$ cat src/hw/rtl/rc_pulse_servo_pid_core_assert.svh
// ----------------------------------------------------------------------------
// rc_pulse_servo_pid_core assertion macros
// Clocked on clk, disabled while rst is high.
// ----------------------------------------------------------------------------
`ifndef RC_PULSE_SERVO_PID_CORE_ASSERT_SVH
`define RC_PULSE_SERVO_PID_CORE_ASSERT_SVH
// Property that holds at every edge.
`define RCSP_ASSERT(label, prop, msg) \
  label: assert property (@(posedge clk) disable iff (rst) (prop)) else $error(msg);
// Condition that implies a consequence in the next cycle.
`define RCSP_ASSERT_NEXT(label, pre, post, msg) \
  label: assert property (@(posedge clk) disable iff (rst) (pre) |=> (post)) else $error(msg);
`endif

$ cat src/hw/rtl/rcsp_mul.sv
// ----------------------------------------------------------------------------
// rcsp_mul
// Shared 32x32 unsigned multiplier with a registered product.
// ----------------------------------------------------------------------------
`default_nettype none
module rcsp_mul (
  input  wire logic        clk,
  input  wire logic [31:0] a,
  input  wire logic [31:0] b,
  output logic      [63:0] prod
);
  // Register the product for use in the following cycle
  always_ff @(posedge clk) begin
    prod <= 64'(a) * 64'(b);
  end
endmodule
`default_nettype wire

$ cat config.mk
export PLATFORM = sky130hd
export DESIGN_NAME = rcsp_mul
export DESIGN_NICKNAME = d
export VERILOG_FILES = /design/src/hw/rtl/rc_pulse_servo_pid_core_assert.svh /design/src/hw/rtl/rcsp_mul.sv
export SDC_FILE = /design/constraint.sdc
export NUM_CORES = 2
export LEC_CHECK = 0
export ABC_AREA = 1
export BUFFER_PORTS_ARGS = -buffer_cell sky130_fd_sc_hd__buf_2
export CORE_MARGIN = 2
export CORE_UTILIZATION = 55
export DETAILED_ROUTE_END_ITERATION = 8
export PLACE_DENSITY = 0.74
export SLEW_MARGIN = 20
export SYNTH_ARGS = -nofsm -noshare
export SYNTH_HDL_FRONTEND = slang
export SYNTH_SLANG_ARGS = --single-unit
$ cat constraint.sdc
create_clock -name clk -period 14.9 [get_ports clk]
set_input_delay 2.98 -clock clk [delete_from_list [all_inputs] [get_ports clk]]
set_output_delay 2.98 -clock clk [all_outputs]
set_load 0.02 [all_outputs]
==> results.toml <==
[run_status]
outcome = "complete, no violations"

[sta]
drv_slew = 0
grt_setup_unrepaired = "false"
fin_tns_setup_ns = 0
fin_crit_sh_pct = 64.5
fmax_ghz = 0.104
worstMarginPinSlew_ns = 0.886
slew_headroom_pct = 40.9
period_needed_ns = 9.60
hold_viol_final = 0
setup_viol_count_final = 0

[finish]
areaGrowthSynthToFinish_pct = 3.64
nets = 6197
reg_top3 = "prod (64)"
largest_reg_flops = 64
top_register = "prod"
fill_cells = 6257
drive_gt1_share_pct = 4.22

[detailed_routing]
routed_via_density = 5.03
num_vias = 29500
top_layer = "met5"
first_pass_iters = 8
drc = 0
met2_length_mm = 48.2
ant_nets = 0
wl_mm = 96.8
routedWlPerCell_um = 16.5
drt_iter0_markers = 2080
met3WireLength_mm = 6.15
wl_met1_mm = 38.6

[critical_path]
crit_buf_inv = 5
crit_family = "adder cells"
cp_cell_sequence = "buf_2 -> nand2_1 -> fa_1 -> fa_1 -> fa_1 -> fa_1 -> inv_1 -> fa_1 -> fa_1 -> fa_1 -> fa_1 -> ha_1 -> nand2_1 -> nor2_1 -> inv_2 -> nor2_4 -> inv_2 -> o21bai_2 -> inv_1 -> nand2_1 -> xor2_1"
critPathRequiredTime_ns = 15.12
cpPeakStageDelay_ns = 0.60
arrival_ns = 9.82
critPathLaunchType = "primary input"
cp-end-kind = "flip-flop"
cp_max_fo = 32
cp_slowest_cell = "buf_2"
crit_type = "in -> reg"
crit_path_frequent_cell = "fa_1"

[logic_synthesis]
ys_types = 23
dominantRegCellSynth = "dfxtp_1"
synth_edf_count = 0
syn-mean-instance-area_um2 = 7.45
syn_nets = 6247
ys_seq_area_share_pct = 3.43
ys_top_cells_by_count = "1723 x inv_1, 1566 x nand2_1, 896 x fa_1"
netlist_instances = 5023
synth_area_leaders = "fa_1 48%, inv_1 17%, nand2_1 16%"
synth_most_common_cell = "inv_1"
yosysWarnings = 0
async_flop_share_pct = 0
synth_area_um2 = 37400
ys_ff_latch = 64
synth_top_area_share_pct = 48.0
synth_area_leader_cell = "fa_1"

[clock_tree]
ctsResizeCount = 0
cts_buffers = 9
root_buffer = "clkbuf_16"
cts_tree = "done"
ctsHoldBuffers = 0
path_clk_slew_ns = 0.06
postCtsSetupBuffers = 0
htree_levels = 3
cts_num_sinks = 64
cts_buffer_depth = 2

[placed_design]
place_hpwl_mm = 81.4
port-buffer-count = 128
gp_congestion = 0.981

[die]
ios = 129
dieArea_um2 = 70100
core_area_um2 = 67300
rows = 95
start_util_pct = 55.6
die_w_um = 265
fp.dieH_um = 265

[global_routing]
grt_overflow = 0
grt_max_degree = 33
grtUsageTotal_pct = 29.3
antenna_found_initial = 3
grt_pass1_vias = 31400
grt_pass1_wl_mm = 162

[run]
max_cap_violations = 0

[worst_hold_path]
hold_path.class = "in -> reg"
## layer usage
| metal | track usage, % | vias up |
|---|---|---|
| met1 | 38.2 | 14600 |
| met2 | 50.7 | 1102 |
| li1 | - | 13500 |
| met3 | 3.09 | 230 |
| met4 | 10.9 | 2 |
| met5 | 0 | - |
## cells in the final DEF (no fill, tap or decap), types with 3 or more instances in the layout
cell and n:
nand3_2 9, xor2_1 33, fa_1 896, nand2_1 1566, nor2_2 14, o21bai_1 11, nor3_2 6, a21oi_1 43
clkbuf_16 9, buf_4 3, inv_1 1723, nand4_1 16, nor2_4 6, nand3_1 56, buf_2 128, dfxtp_1 64
nor2_1 81, nand2_2 15, nor3_1 11, ha_1 263, clkinv_4 3, inv_2 12
## layout make-up
type	count	area [um^2]	area share (%)
diodes	2	5.00	0.0129
clock buffers	10	229	0.591
clock inverters	6	93.8	0.242
inverters	1735	6510	16.8
multi-input cells	3032	28900	74.5
flip-flops and latches	64	1280	3.31
well taps	873	1090	2.82
repair buffers	131	663	1.71
## worst paths after layout
kind | from | end | slack [ns] | cells past startpoint
max | b[8] | prod[32] | 5.30 | 21
min | b[0] | prod[0] | 3.20 | 3
## per-stage QoR
stage / worst slack, ns / cell area [um^2] / cells / utilization [%] / hold slack (ns)
detailed placement: 4.97 / 38400 / 5835 / 57.1 / 3.40
floorplan: 6.11 / 37400 / 5023 / - / 3.08
global placement: 4.94 / 38400 / 5835 / 57.1 / 3.40
CTS: 5.25 / 38800 / 5851 / 57.6 / 3.21
global route: 5.00 / 38800 / 5853 / 57.6 / 3.22
finish: 5.30 / 38800 / 5853 / 57.6 / 3.20
## kinds of logic (layout without fill, tap and decap cells)
family | after synthesis | count (layout) | synth area share (%)
buffers and inverters | 1927 | 1882 | 19.3
AND/OR/NAND/NOR | 1781 | 1781 | 18.8
adder cells (fa/ha/maj) | 1159 | 1159 | 56.8
flip-flops | 64 | 64 | 3.43
AO/OA/AOI/OAI | 57 | 57 | 0.853
XOR/XNOR | 35 | 35 | 0.820
other | 0 | 2 | 0
Power is left out: the tool's default activity adds up to more than one toggle a clock period on the data nets, which glitch-free logic cannot reach.
