--- src/hw/rtl/rc_pulse_servo_pid_core_assert.svh ---
// ----------------------------------------------------------------------------
// rc_pulse_servo_pid_core assertion macros
// Clocked on clk, disabled while rst is high.
// ----------------------------------------------------------------------------
`ifndef RC_PULSE_SERVO_PID_CORE_ASSERT_SVH
`define RC_PULSE_SERVO_PID_CORE_ASSERT_SVH
// Property that holds at every edge.
`define RCSP_ASSERT(label, prop, msg) \
  label: assert property (@(posedge clk) disable iff (rst) (prop)) else $error(msg);
// Condition that implies a consequence in the next cycle.
`define RCSP_ASSERT_NEXT(label, pre, post, msg) \
  label: assert property (@(posedge clk) disable iff (rst) (pre) |=> (post)) else $error(msg);
`endif

--- src/hw/rtl/rcsp_pkg.sv ---
// ----------------------------------------------------------------------------
// rcsp_pkg
// Shared types and constants of the servo position PID controller.
// ----------------------------------------------------------------------------
`default_nettype none
package rcsp_pkg;

  localparam int unsigned COUNT_LIMIT_DEF = 2048;

  // Divider operand widths
  localparam int unsigned DIV_NUM_W = 42;
  localparam int unsigned DIV_DEN_W = 32;

  // Register reset values
  localparam logic [15:0] KP_RST     = 16'd256;
  localparam logic [23:0] KI_RST     = 24'd0;
  localparam logic [23:0] KD_RST     = 24'd0;
  localparam logic [15:0] PMIN_RST   = 16'd1000;
  localparam logic [15:0] PMAX_RST   = 16'd2000;
  localparam logic [7:0]  MAXD_RST   = 8'd255;
  localparam logic [31:0] PERIOD_RST = 32'd40000;

  // Term magnitude cap, 2^62
  localparam logic [89:0] TERM_LIM = 90'd1 << 62;

  typedef enum logic [0:0] {
    OP_ENCODER = 1'b0,
    OP_TICK    = 1'b1
  } opcode_t;

  typedef enum logic [2:0] {
    CFG_KP     = 3'd0,
    CFG_KI     = 3'd1,
    CFG_KD     = 3'd2,
    CFG_PMIN   = 3'd3,
    CFG_PMAX   = 3'd4,
    CFG_MAXD   = 3'd5,
    CFG_PERIOD = 3'd6
  } cfg_idx_t;

  typedef enum logic [1:0] {
    TERM_P = 2'd0,
    TERM_I = 2'd1,
    TERM_D = 2'd2
  } term_t;

  typedef enum logic [3:0] {
    S_IDLE, S_CHK, S_MAP, S_DIV1, S_ERR, S_EDT, S_INT, S_DIFF,
    S_DIV2, S_DER, S_TLO, S_THI, S_TACC, S_TSAT, S_DONE
  } state_t;

  typedef struct packed {
    logic busy;
    logic done;
  } div_stat_t;

endpackage
`default_nettype wire

--- src/hw/rtl/rcsp_div.sv ---
// ----------------------------------------------------------------------------
// rcsp_div
// Restoring unsigned divider, one quotient bit per cycle.
// ----------------------------------------------------------------------------
`default_nettype none
module rcsp_div #(
  parameter int unsigned NUM_W = rcsp_pkg::DIV_NUM_W,
  parameter int unsigned DEN_W = rcsp_pkg::DIV_DEN_W
) (
  input  wire logic               clk,
  input  wire logic               rst,
  input  wire logic               start,
  input  wire logic [NUM_W-1:0]   num,
  input  wire logic [DEN_W-1:0]   den,
  output rcsp_pkg::div_stat_t     stat,
  output logic      [NUM_W-1:0]   quo
);
  import rcsp_pkg::*;

  localparam int unsigned CNT_W = $clog2(NUM_W + 1);

  logic [DEN_W-1:0] rem;
  logic [DEN_W-1:0] den_r;
  logic [CNT_W-1:0] cnt;
  logic             busy;
  logic             done;
  logic [DEN_W:0]   trial;
  logic             fits;

  // Shift the next dividend bit into the partial remainder
  always_comb begin
    trial = {rem, quo[NUM_W-1]};
    fits  = trial >= {1'b0, den_r};
  end

  always_ff @(posedge clk) begin
    if (rst) begin
      busy <= 1'b0;
      done <= 1'b0;
      cnt  <= '0;
    end else begin
      done <= 1'b0;
      if (start) begin
        busy <= 1'b1;
        cnt  <= CNT_W'(NUM_W);
      end else if (busy) begin
        cnt <= cnt - CNT_W'(1);
        if (cnt == CNT_W'(1)) begin
          busy <= 1'b0;
          done <= 1'b1;
        end
      end
    end
  end

  // Datapath: load on start, then one restoring step per cycle
  always_ff @(posedge clk) begin
    if (start) begin
      quo   <= num;
      rem   <= '0;
      den_r <= den;
    end else if (busy) begin
      if (fits) begin
        rem <= DEN_W'(trial - {1'b0, den_r});
      end else begin
        rem <= trial[DEN_W-1:0];
      end
      quo <= {quo[NUM_W-2:0], fits};
    end
  end

  assign stat.busy = busy;
  assign stat.done = done;

endmodule
`default_nettype wire

--- config.mk ---
export PLATFORM = sky130hd
export DESIGN_NAME = rcsp_div
export DESIGN_NICKNAME = d
export VERILOG_FILES = /design/src/hw/rtl/rc_pulse_servo_pid_core_assert.svh /design/src/hw/rtl/rcsp_pkg.sv /design/src/hw/rtl/rcsp_div.sv
export SDC_FILE = /design/constraint.sdc
export NUM_CORES = 1
export LEC_CHECK = 0
export ABC_AREA = 0
export CORE_ASPECT_RATIO = 1.1
export CORE_MARGIN = 1
export CORE_UTILIZATION = 55
export CTS_CLUSTER_SIZE = 8
export DETAILED_ROUTE_END_ITERATION = 8
export DONT_BUFFER_PORTS = 1
export PLACE_DENSITY = 0.7
export SYNTH_ARGS = -nofsm -noshare
export SYNTH_HDL_FRONTEND = slang
export SYNTH_SLANG_ARGS = --single-unit
--- constraint.sdc ---
create_clock -name clk -period 3.1 [get_ports clk]
set_input_delay 0 -clock clk [delete_from_list [all_inputs] [get_ports clk]]
set_output_delay 0 -clock clk [all_outputs]
set_load 0.01 [all_outputs]
==> flow_summary.ini, run 1 <==
[status]
status = complete, no violations

[cts]
cts.root.buffer_cell = sky130_fd_sc_hd__clkbuf_16
clkSlewWorstSetupHoldPaths_ns = 0.05
worst_skew_pair.late_latency_ns = 0.42
cts_tree = done
cts_inserted_buffers = 17
cts_num_sinks = 114
htreeDepth = 4
max-clock-path-buffers = 2

[grt]
largest_net_degree_at_the_start_of_global_routing = 109
grt_pass1_wl_mm = 24.87
grtUsageTotal = 0.2600
globalRouteOverflowTotal = 0
via_count_of_the_first_global_routing_pass = 5230
antenna_found_initial = 0

[yosys]
synth.distinct_cells = 57
synthesis.yosys.warnings = 0
synth_area_um2 = 6471
synth_area_per_cell_um2 = 10.21
ys_ff_latch = 114
syn-num-nets = 746
synth_seq_area_share = 0.4671
postSynth.asyncResetShare = 0
syn-instance-count = 634
yosys_most_used_dff = sky130_fd_sc_hd__edfxtp_1
synth_edf_count = 74

[power]
swShare = 0.2823
power.share.clock = 0.410
total_leakage_power_nw = 3.194
p_seq_frac = 0.405
cellInternalPower_mw = 3.350
power.ir.vdd_worst_mv = 0.3773
net-switching-power_mw = 1.318
power_per_cell_area_nw_per_um2 = 582.2
p_comb_frac = 0.185

[sta]
fin_worst_hold_slack_ns = 0.03390
period_needed_ns = 2.919
setup_ws_ns = 0.1805
timing.final.crit_share = 0.9418
timing.final.max_slew_violations = 0
totalNegativeSetupSlack_ns = 0
worstMarginPinSlew_ns = 0.6430
slew_headroom = 0.5714
worst_clock_skew_ns = 0.01353
clock.fmax_mhz = 342.5
report.final.hold_viol_count = 0
grt_setup_unrepaired = false
final-setup-viol-count = 0

[placed_design]
place.gp.congestion = 0.8952
pre_cts_ws_ns = 0.1129
dp_hpwl_mm = 9.519
placed_inst_area_um2 = 6634
dpl.cell_count = 767
place.port_buffers = 0

[final_layout]
fin_area_um2 = 8016
layout.cells.non_filler = 878
area_growth_syn_to_layout_pct = 23.88
layout.cells.most_common = sky130_fd_sc_hd__dlygate4sd3_1
antenna_diode_count = 0
fin_nets = 827
fraction_of_layout_instances_using_a_drive_strength_above_1 = 0.1374
mostFrequentLayoutCells = sky130_fd_sc_hd__dlygate4sd3_1, sky130_fd_sc_hd__edfxtp_1, sky130_fd_sc_hd__nand2_1, sky130_fd_sc_hd__nor2_1, sky130_fd_sc_hd__inv_1

[setup_path]
critPathKind = reg2reg
cp_cell_sequence = inv_1 > ha_1 > nand2_1 > or3_1 > or3_1 > or2_1 > a31oi_4 > buf_12 > nand3_1 > o221ai_1
worst_path_dominant_cell_family = simple AND/OR/NAND/NOR gates
critPathArrivalTime_ns = 3.24
crit_path_top_delay_cell = sky130_fd_sc_hd__or3_1
timing.critical_path.buf_inv = 2
critical_path_required_ns = 3.42
end_kind = flip-flop
worstPathMaxFanout = 23
cpMostUsedCell = sky130_fd_sc_hd__or3_1
critPathLaunchType = flip-flop
slowest_delay_ns = 0.39

[detailed_routing]
routed_via_density = 5.862
detail_route.wl_per_cell_um = 17.18
antenna_violating_nets_remaining = 0
remaining_drc_errors = 0
routed-via-count = 5147
routed_wirelength_mm = 15.08
number_of_iterations_in_the_first_detailed_routing_pass = 5
iter_0_drt_violations = 289

[job]
cap_violations = 0

[floorplan]
floorplan.initialDensity = 0.5632
core_region_area_um2 = 11490
fp.dieArea_um2 = 12200
dieWidth_um = 105.4
die-height_um = 115.8
rows = 41
pin_count = 121

[worst_hold_path]
holdCritPathClass = in2reg
[cells by family (layout without fill, tap and decap cells)]
logic type,after synthesis,count (layout),synth area share
simple gates,173,173,0.1288
compound gates,153,153,0.1549
flops,114,114,0.4671
buf+inv,76,170,0.04949
mux,54,54,0.09165
fa+ha+maj,35,35,0.06883
xor+xnor,29,29,0.03925
[power by group through the flow]
stage,combinational (mW),clock (mW),sequential (mW)
floorplan,0.601,0,1.89
global route,0.957,1.98,1.91
detailed placement,0.736,0,1.91
global placement,0.719,0,1.92
CTS,0.845,1.91,1.89
finish,0.862,1.91,1.89
[cells in the mapped netlist (all sizes together) (13+ instances only)]
cell / count / share of area
a21o: 14 / 0.016
xnor2: 13 / 0.018
nor3: 16 / 0.012
clkbuf: 20 / 0.012
xor2: 16 / 0.022
a211oi: 25 / 0.029
nor2: 47 / 0.027
ha: 34 / 0.066
edfxtp: 74 / 0.34
mux2: 42 / 0.073
a21oi: 34 / 0.026
o21ai: 36 / 0.028
nand2: 49 / 0.028
inv: 43 / 0.025
dfxtp: 40 / 0.12
buf: 13 / 0.013
[state kept, by name, indices dropped and copies added, names as in the netlist]
signal and count:
quo 42, den_r 32, rem 32, cnt 6, busy 1, done 1
[metal layers]
layer / track usage / routed length [um] / vias to the layer above
li1: - / - / 2495
met1: 0.3157 / 6433 / 2405
met2: 0.4368 / 7259 / 218
met3: 0.08043 / 1136 / 29
met4: 0.09859 / 253 / 0
met5: 0 / 0 / -
[area by class of cell]
type | count | area, um2
timing repair buffer | 95 | 935.9
multi-input combinational | 444 | 3139
clock inverter | 14 | 138.9
clock buffer | 18 | 429.2
tap | 150 | 187.7
inverter | 43 | 161.4
fill | 893 | 3475
sequential | 114 | 3024
[final timing paths]
check	start	cells after the start	slack, ns	endpoint
worst max-delay path	den_r[25]$_DFFE_PP_	10	0.18	rem[25]$_SDFFE_PP0P_
worst min-delay path	start	1	0.03	den_r[25]$_DFFE_PP_
worst max register to register	den_r[25]$_DFFE_PP_	10	0.18	rem[25]$_SDFFE_PP0P_
worst min register to register	rem[23]$_SDFFE_PP0P_	2	0.50	rem[23]$_SDFFE_PP0P_
[metrics by stage]
step | total power [mW] | util
after floorplan | 2.491 | -
after global placement | 2.635 | 0.5773
after detailed placement | 2.650 | 0.5773
after CTS | 4.644 | 0.6953
after global routing | 4.849 | 0.6976
final | 4.667 | 0.6976
[repair_timing]
item / in CTS / in global routing
endpoints found under the setup margin: 0 / 16
buffers inserted: 0 / 2
hold buffers: 77 / 0
gates resized for setup: 0 / 2
hold endpoints to repair: 144 / 0
(Power assumes the default switching activity.)
==> run 2: changes to the inputs <==
Settings changed: ABC_AREA 0 to 1, CORE_UTILIZATION 55 to 42, GPL_TIMING_DRIVEN set to 0, PLACE_DENSITY 0.7 to not set.
==> run 2 against run 1 <==
Net effect:
- sequential power decreased by 3%
- highest routed layer unchanged
- critical path depth grew 3
- clock skew is 0.0030 ns lower
- global-route usage decreased by 2.5 points
- sequential share of layout area decreased by 3.4 points
- setup slack gained 0.52 ns
- register-to-register slack improved by 0.52 ns
- sequential cell count is the same
- cell count is 52% higher
- total power fell by 11%
- wire length grew 29%
- fmax rose by 22%
==> flow_summary.ini, run 2 <==
[status]
status = complete, no violations

[final_layout]
mostFrequentLayoutCells = sky130_fd_sc_hd__nand2_1, sky130_fd_sc_hd__inv_1, sky130_fd_sc_hd__dlygate4sd3_1, sky130_fd_sc_hd__nand3_1, sky130_fd_sc_hd__edfxtp_1
seq_area_um2 = 3023
max_flop_register = quo
area_growth_syn_to_layout_pct = 22.51
fraction_of_layout_instances_using_a_drive_strength_above_1 = 0.05649
fin_area_um2 = 8803
multiInputGateArea_um2 = 3346
antenna_diode_count = 0
reg_top3 = quo (42), den_r (32), rem (32)
largest_register_ff_count = 42
layout.cells.most_common = sky130_fd_sc_hd__nand2_1
fillCellCount = 1652
fin_nets = 1232

[setup_path]
critPathKind = reg2reg
crit_path_top_delay_cell = sky130_fd_sc_hd__edfxtp_1
worstPathMaxFanout = 10
cp_cell_sequence = inv_1 > ha_1 > nand2_1 > nor2_2 > nand2_1 > nor2_2 > nand2_1 > nand2_2 > a21oi_4 > buf_2 > nand3_1 > nand3_1 > o21ai_1
slowest_delay_ns = 0.40
worstRegToRegCells = 13
critical_path_required_ns = 3.41
critPathLaunchType = flip-flop
critPathArrivalTime_ns = 2.71
critPathLaunch = den_r[18]$_DFFE_PP_
setup.reg_to_reg.worst_slack_ns = 0.70
r2r-end = rem[2]$_SDFFE_PP0P_
cpMostUsedCell = sky130_fd_sc_hd__nand2_1
end_kind = flip-flop
crit_end = rem[2]$_SDFFE_PP0P_
r2r-start = den_r[18]$_DFFE_PP_

[cts]
cts_post_setup_buffers_inserted = 0
cts_inserted_buffers = 17
htreeDepth = 4
cts.root.buffer_cell = sky130_fd_sc_hd__clkbuf_16
worst_skew_pair.late_latency_ns = 0.43
cts_tree = done
clkSlewWorstSetupHoldPaths_ns = 0.06
cts_num_sinks = 114
cts.repair.resized = 0
max-clock-path-buffers = 2
holdBufCountCts = 77

[yosys]
yosysMostFrequentCell = sky130_fd_sc_hd__nand2_1
synth_common_cells = sky130_fd_sc_hd__nand2_1, sky130_fd_sc_hd__inv_1, sky130_fd_sc_hd__edfxtp_1, sky130_fd_sc_hd__nand3_1, sky130_fd_sc_hd__nor2_1
ys_ff_latch = 114
yosys_most_used_dff = sky130_fd_sc_hd__edfxtp_1
syn-instance-count = 1023
syn-num-nets = 1135
synth_area_um2 = 7186
synth_edf_count = 74
postSynth.asyncResetShare = 0
synth_area_per_cell_um2 = 7.024
yosys-top-cells-area = sky130_fd_sc_hd__edfxtp_1, sky130_fd_sc_hd__nand2_1, sky130_fd_sc_hd__dfxtp_1
synthesis.yosys.warnings = 0
synth_seq_area_share = 0.4207
synth.largest_area_cell = sky130_fd_sc_hd__edfxtp_1
synth_top_cell_area_share = 0.3092
synth.distinct_cells = 33

[detailed_routing]
number_of_iterations_in_the_first_detailed_routing_pass = 5
routed-via-count = 6524
antenna_violating_nets_remaining = 0
detail_route.wl_per_cell_um = 14.55
routed_via_density = 4.880
iter_0_drt_violations = 340
remaining_drc_errors = 0
routed_wirelength_mm = 19.45

[sta]
worstMarginPinSlew_ns = 0.6026
slew_headroom = 0.5968
grt_setup_unrepaired = false
clock.fmax_mhz = 417.1
timing.final.crit_share = 0.7733
worst_clock_skew_ns = 0.01049
fin_worst_hold_slack_ns = 0.1199
report.final.hold_viol_count = 0
setup_ws_ns = 0.7028
final-setup-viol-count = 0
totalNegativeSetupSlack_ns = 0
period_needed_ns = 2.397
timing.final.max_slew_violations = 0

[grt]
globalRouteOverflowTotal = 0
via_count_of_the_first_global_routing_pass = 6552
antenna_found_initial = 0
grtUsageTotal = 0.2352
largest_net_degree_at_the_start_of_global_routing = 36
grt_pass1_wl_mm = 32.06

[power]
total_power_mw = 4.171
power.ir.vdd_worst_mv = 0.3684
power_per_cell_area_nw_per_um2 = 473.8
total_leakage_power_nw = 4.514

[floorplan]
die-height_um = 139.2
core_region_area_um2 = 16550
dieWidth_um = 126.7
rows = 49
pin_count = 121
fp.dieArea_um2 = 17640
floorplan.initialDensity = 0.4341

[placed_design]
pre_cts_ws_ns = 0.6661
place.gp.congestion = 0.9019
place.port_buffers = 0
dp_hpwl_mm = 13.92
placed_inst_area_um2 = 7462

[job]
cap_violations = 0

[worst_hold_path]
timing.hold.worst.start = start
holdCritPathClass = in2reg
==> run 2: changes by cell type after synthesis, moves of 15 or more <==
cell and delta:
sky130_fd_sc_hd__a211oi_1 -25, sky130_fd_sc_hd__inv_1 +130, sky130_fd_sc_hd__mux2_2 -42, sky130_fd_sc_hd__nand2_1 +387, sky130_fd_sc_hd__nand3_1 +62, sky130_fd_sc_hd__nand3b_1 +23
sky130_fd_sc_hd__o21ai_0 -24, sky130_fd_sc_hd__xor2_1 -15
==> run 2: cell type report <==
class / count / share of cell area
well taps: 204 / 0.02899
clock inverters: 13 / 0.01450
repair buffers: 78 / 0.09096
inverters: 181 / 0.07717
flip-flops and latches: 114 / 0.3434
multi-input cells: 702 / 0.3800
plain buffers: 26 / 0.01578
clock buffers: 19 / 0.04918
==> run 2: critical path, delay by kind of cell, from the launching register on <==
kind,cells,cell delay [ns]
and+or+nand+nor,8,0.81
DFF,1,0.40
AOI/OAI and AO/OA,2,0.36
adders and majority gates,1,0.27
buffers and inverters,2,0.43
==> run 2: cell families after synthesis <==
| group | after synthesis | share of synthesized area |
|---|---|---|
| fa+ha+maj | 35 | 0.06199 |
| simple gates | 605 | 0.3496 |
| flops | 114 | 0.4207 |
| buf+inv | 207 | 0.1137 |
| xor+xnor | 14 | 0.01706 |
| compound gates | 48 | 0.03692 |
==> run 2: report_power, final <==
group / switching (mW) / internal, mW
sequential: 0.0906 / 1.74
combinational: 0.269 / 0.180
clock: 0.778 / 1.11
total: 1.14 / 3.03
==> run 2: routing by layer <==
layer,part of all wire,global-route usage
met5,0,0
met2,0.48,0.4045
met3,0.070,0.05903
met1,0.43,0.2851
met4,0.018,0.08145
==> run 2: worst min-delay path by stage <==
| stage | to | slack [ns] | depth (start not counted) |
|---|---|---|---|
| 6_report | quo[40]$_DFFE_PP_ | 0.12 | 3 |
| 5_1_grt | quo[40]$_DFFE_PP_ | 0.17 | 3 |
| 4_1_cts | quo[40]$_DFFE_PP_ | 0.12 | 3 |
| 3_5_place_dp | busy$_SDFF_PP0_ | 0.07 | 1 |
| 3_3_place_gp | busy$_SDFF_PP0_ | 0.07 | 1 |
| 2_1_floorplan | busy$_SDFF_PP0_ | 0.07 | 1 |
==> run 2: per-stage QoR <==
stage | utilization | cells
5_1_grt | 0.5318 | 1337
3_3_place_gp | 0.4495 | 1227
2_1_floorplan | - | 1023
4_1_cts | 0.5318 | 1337
3_5_place_dp | 0.4508 | 1228
6_report | 0.5318 | 1337
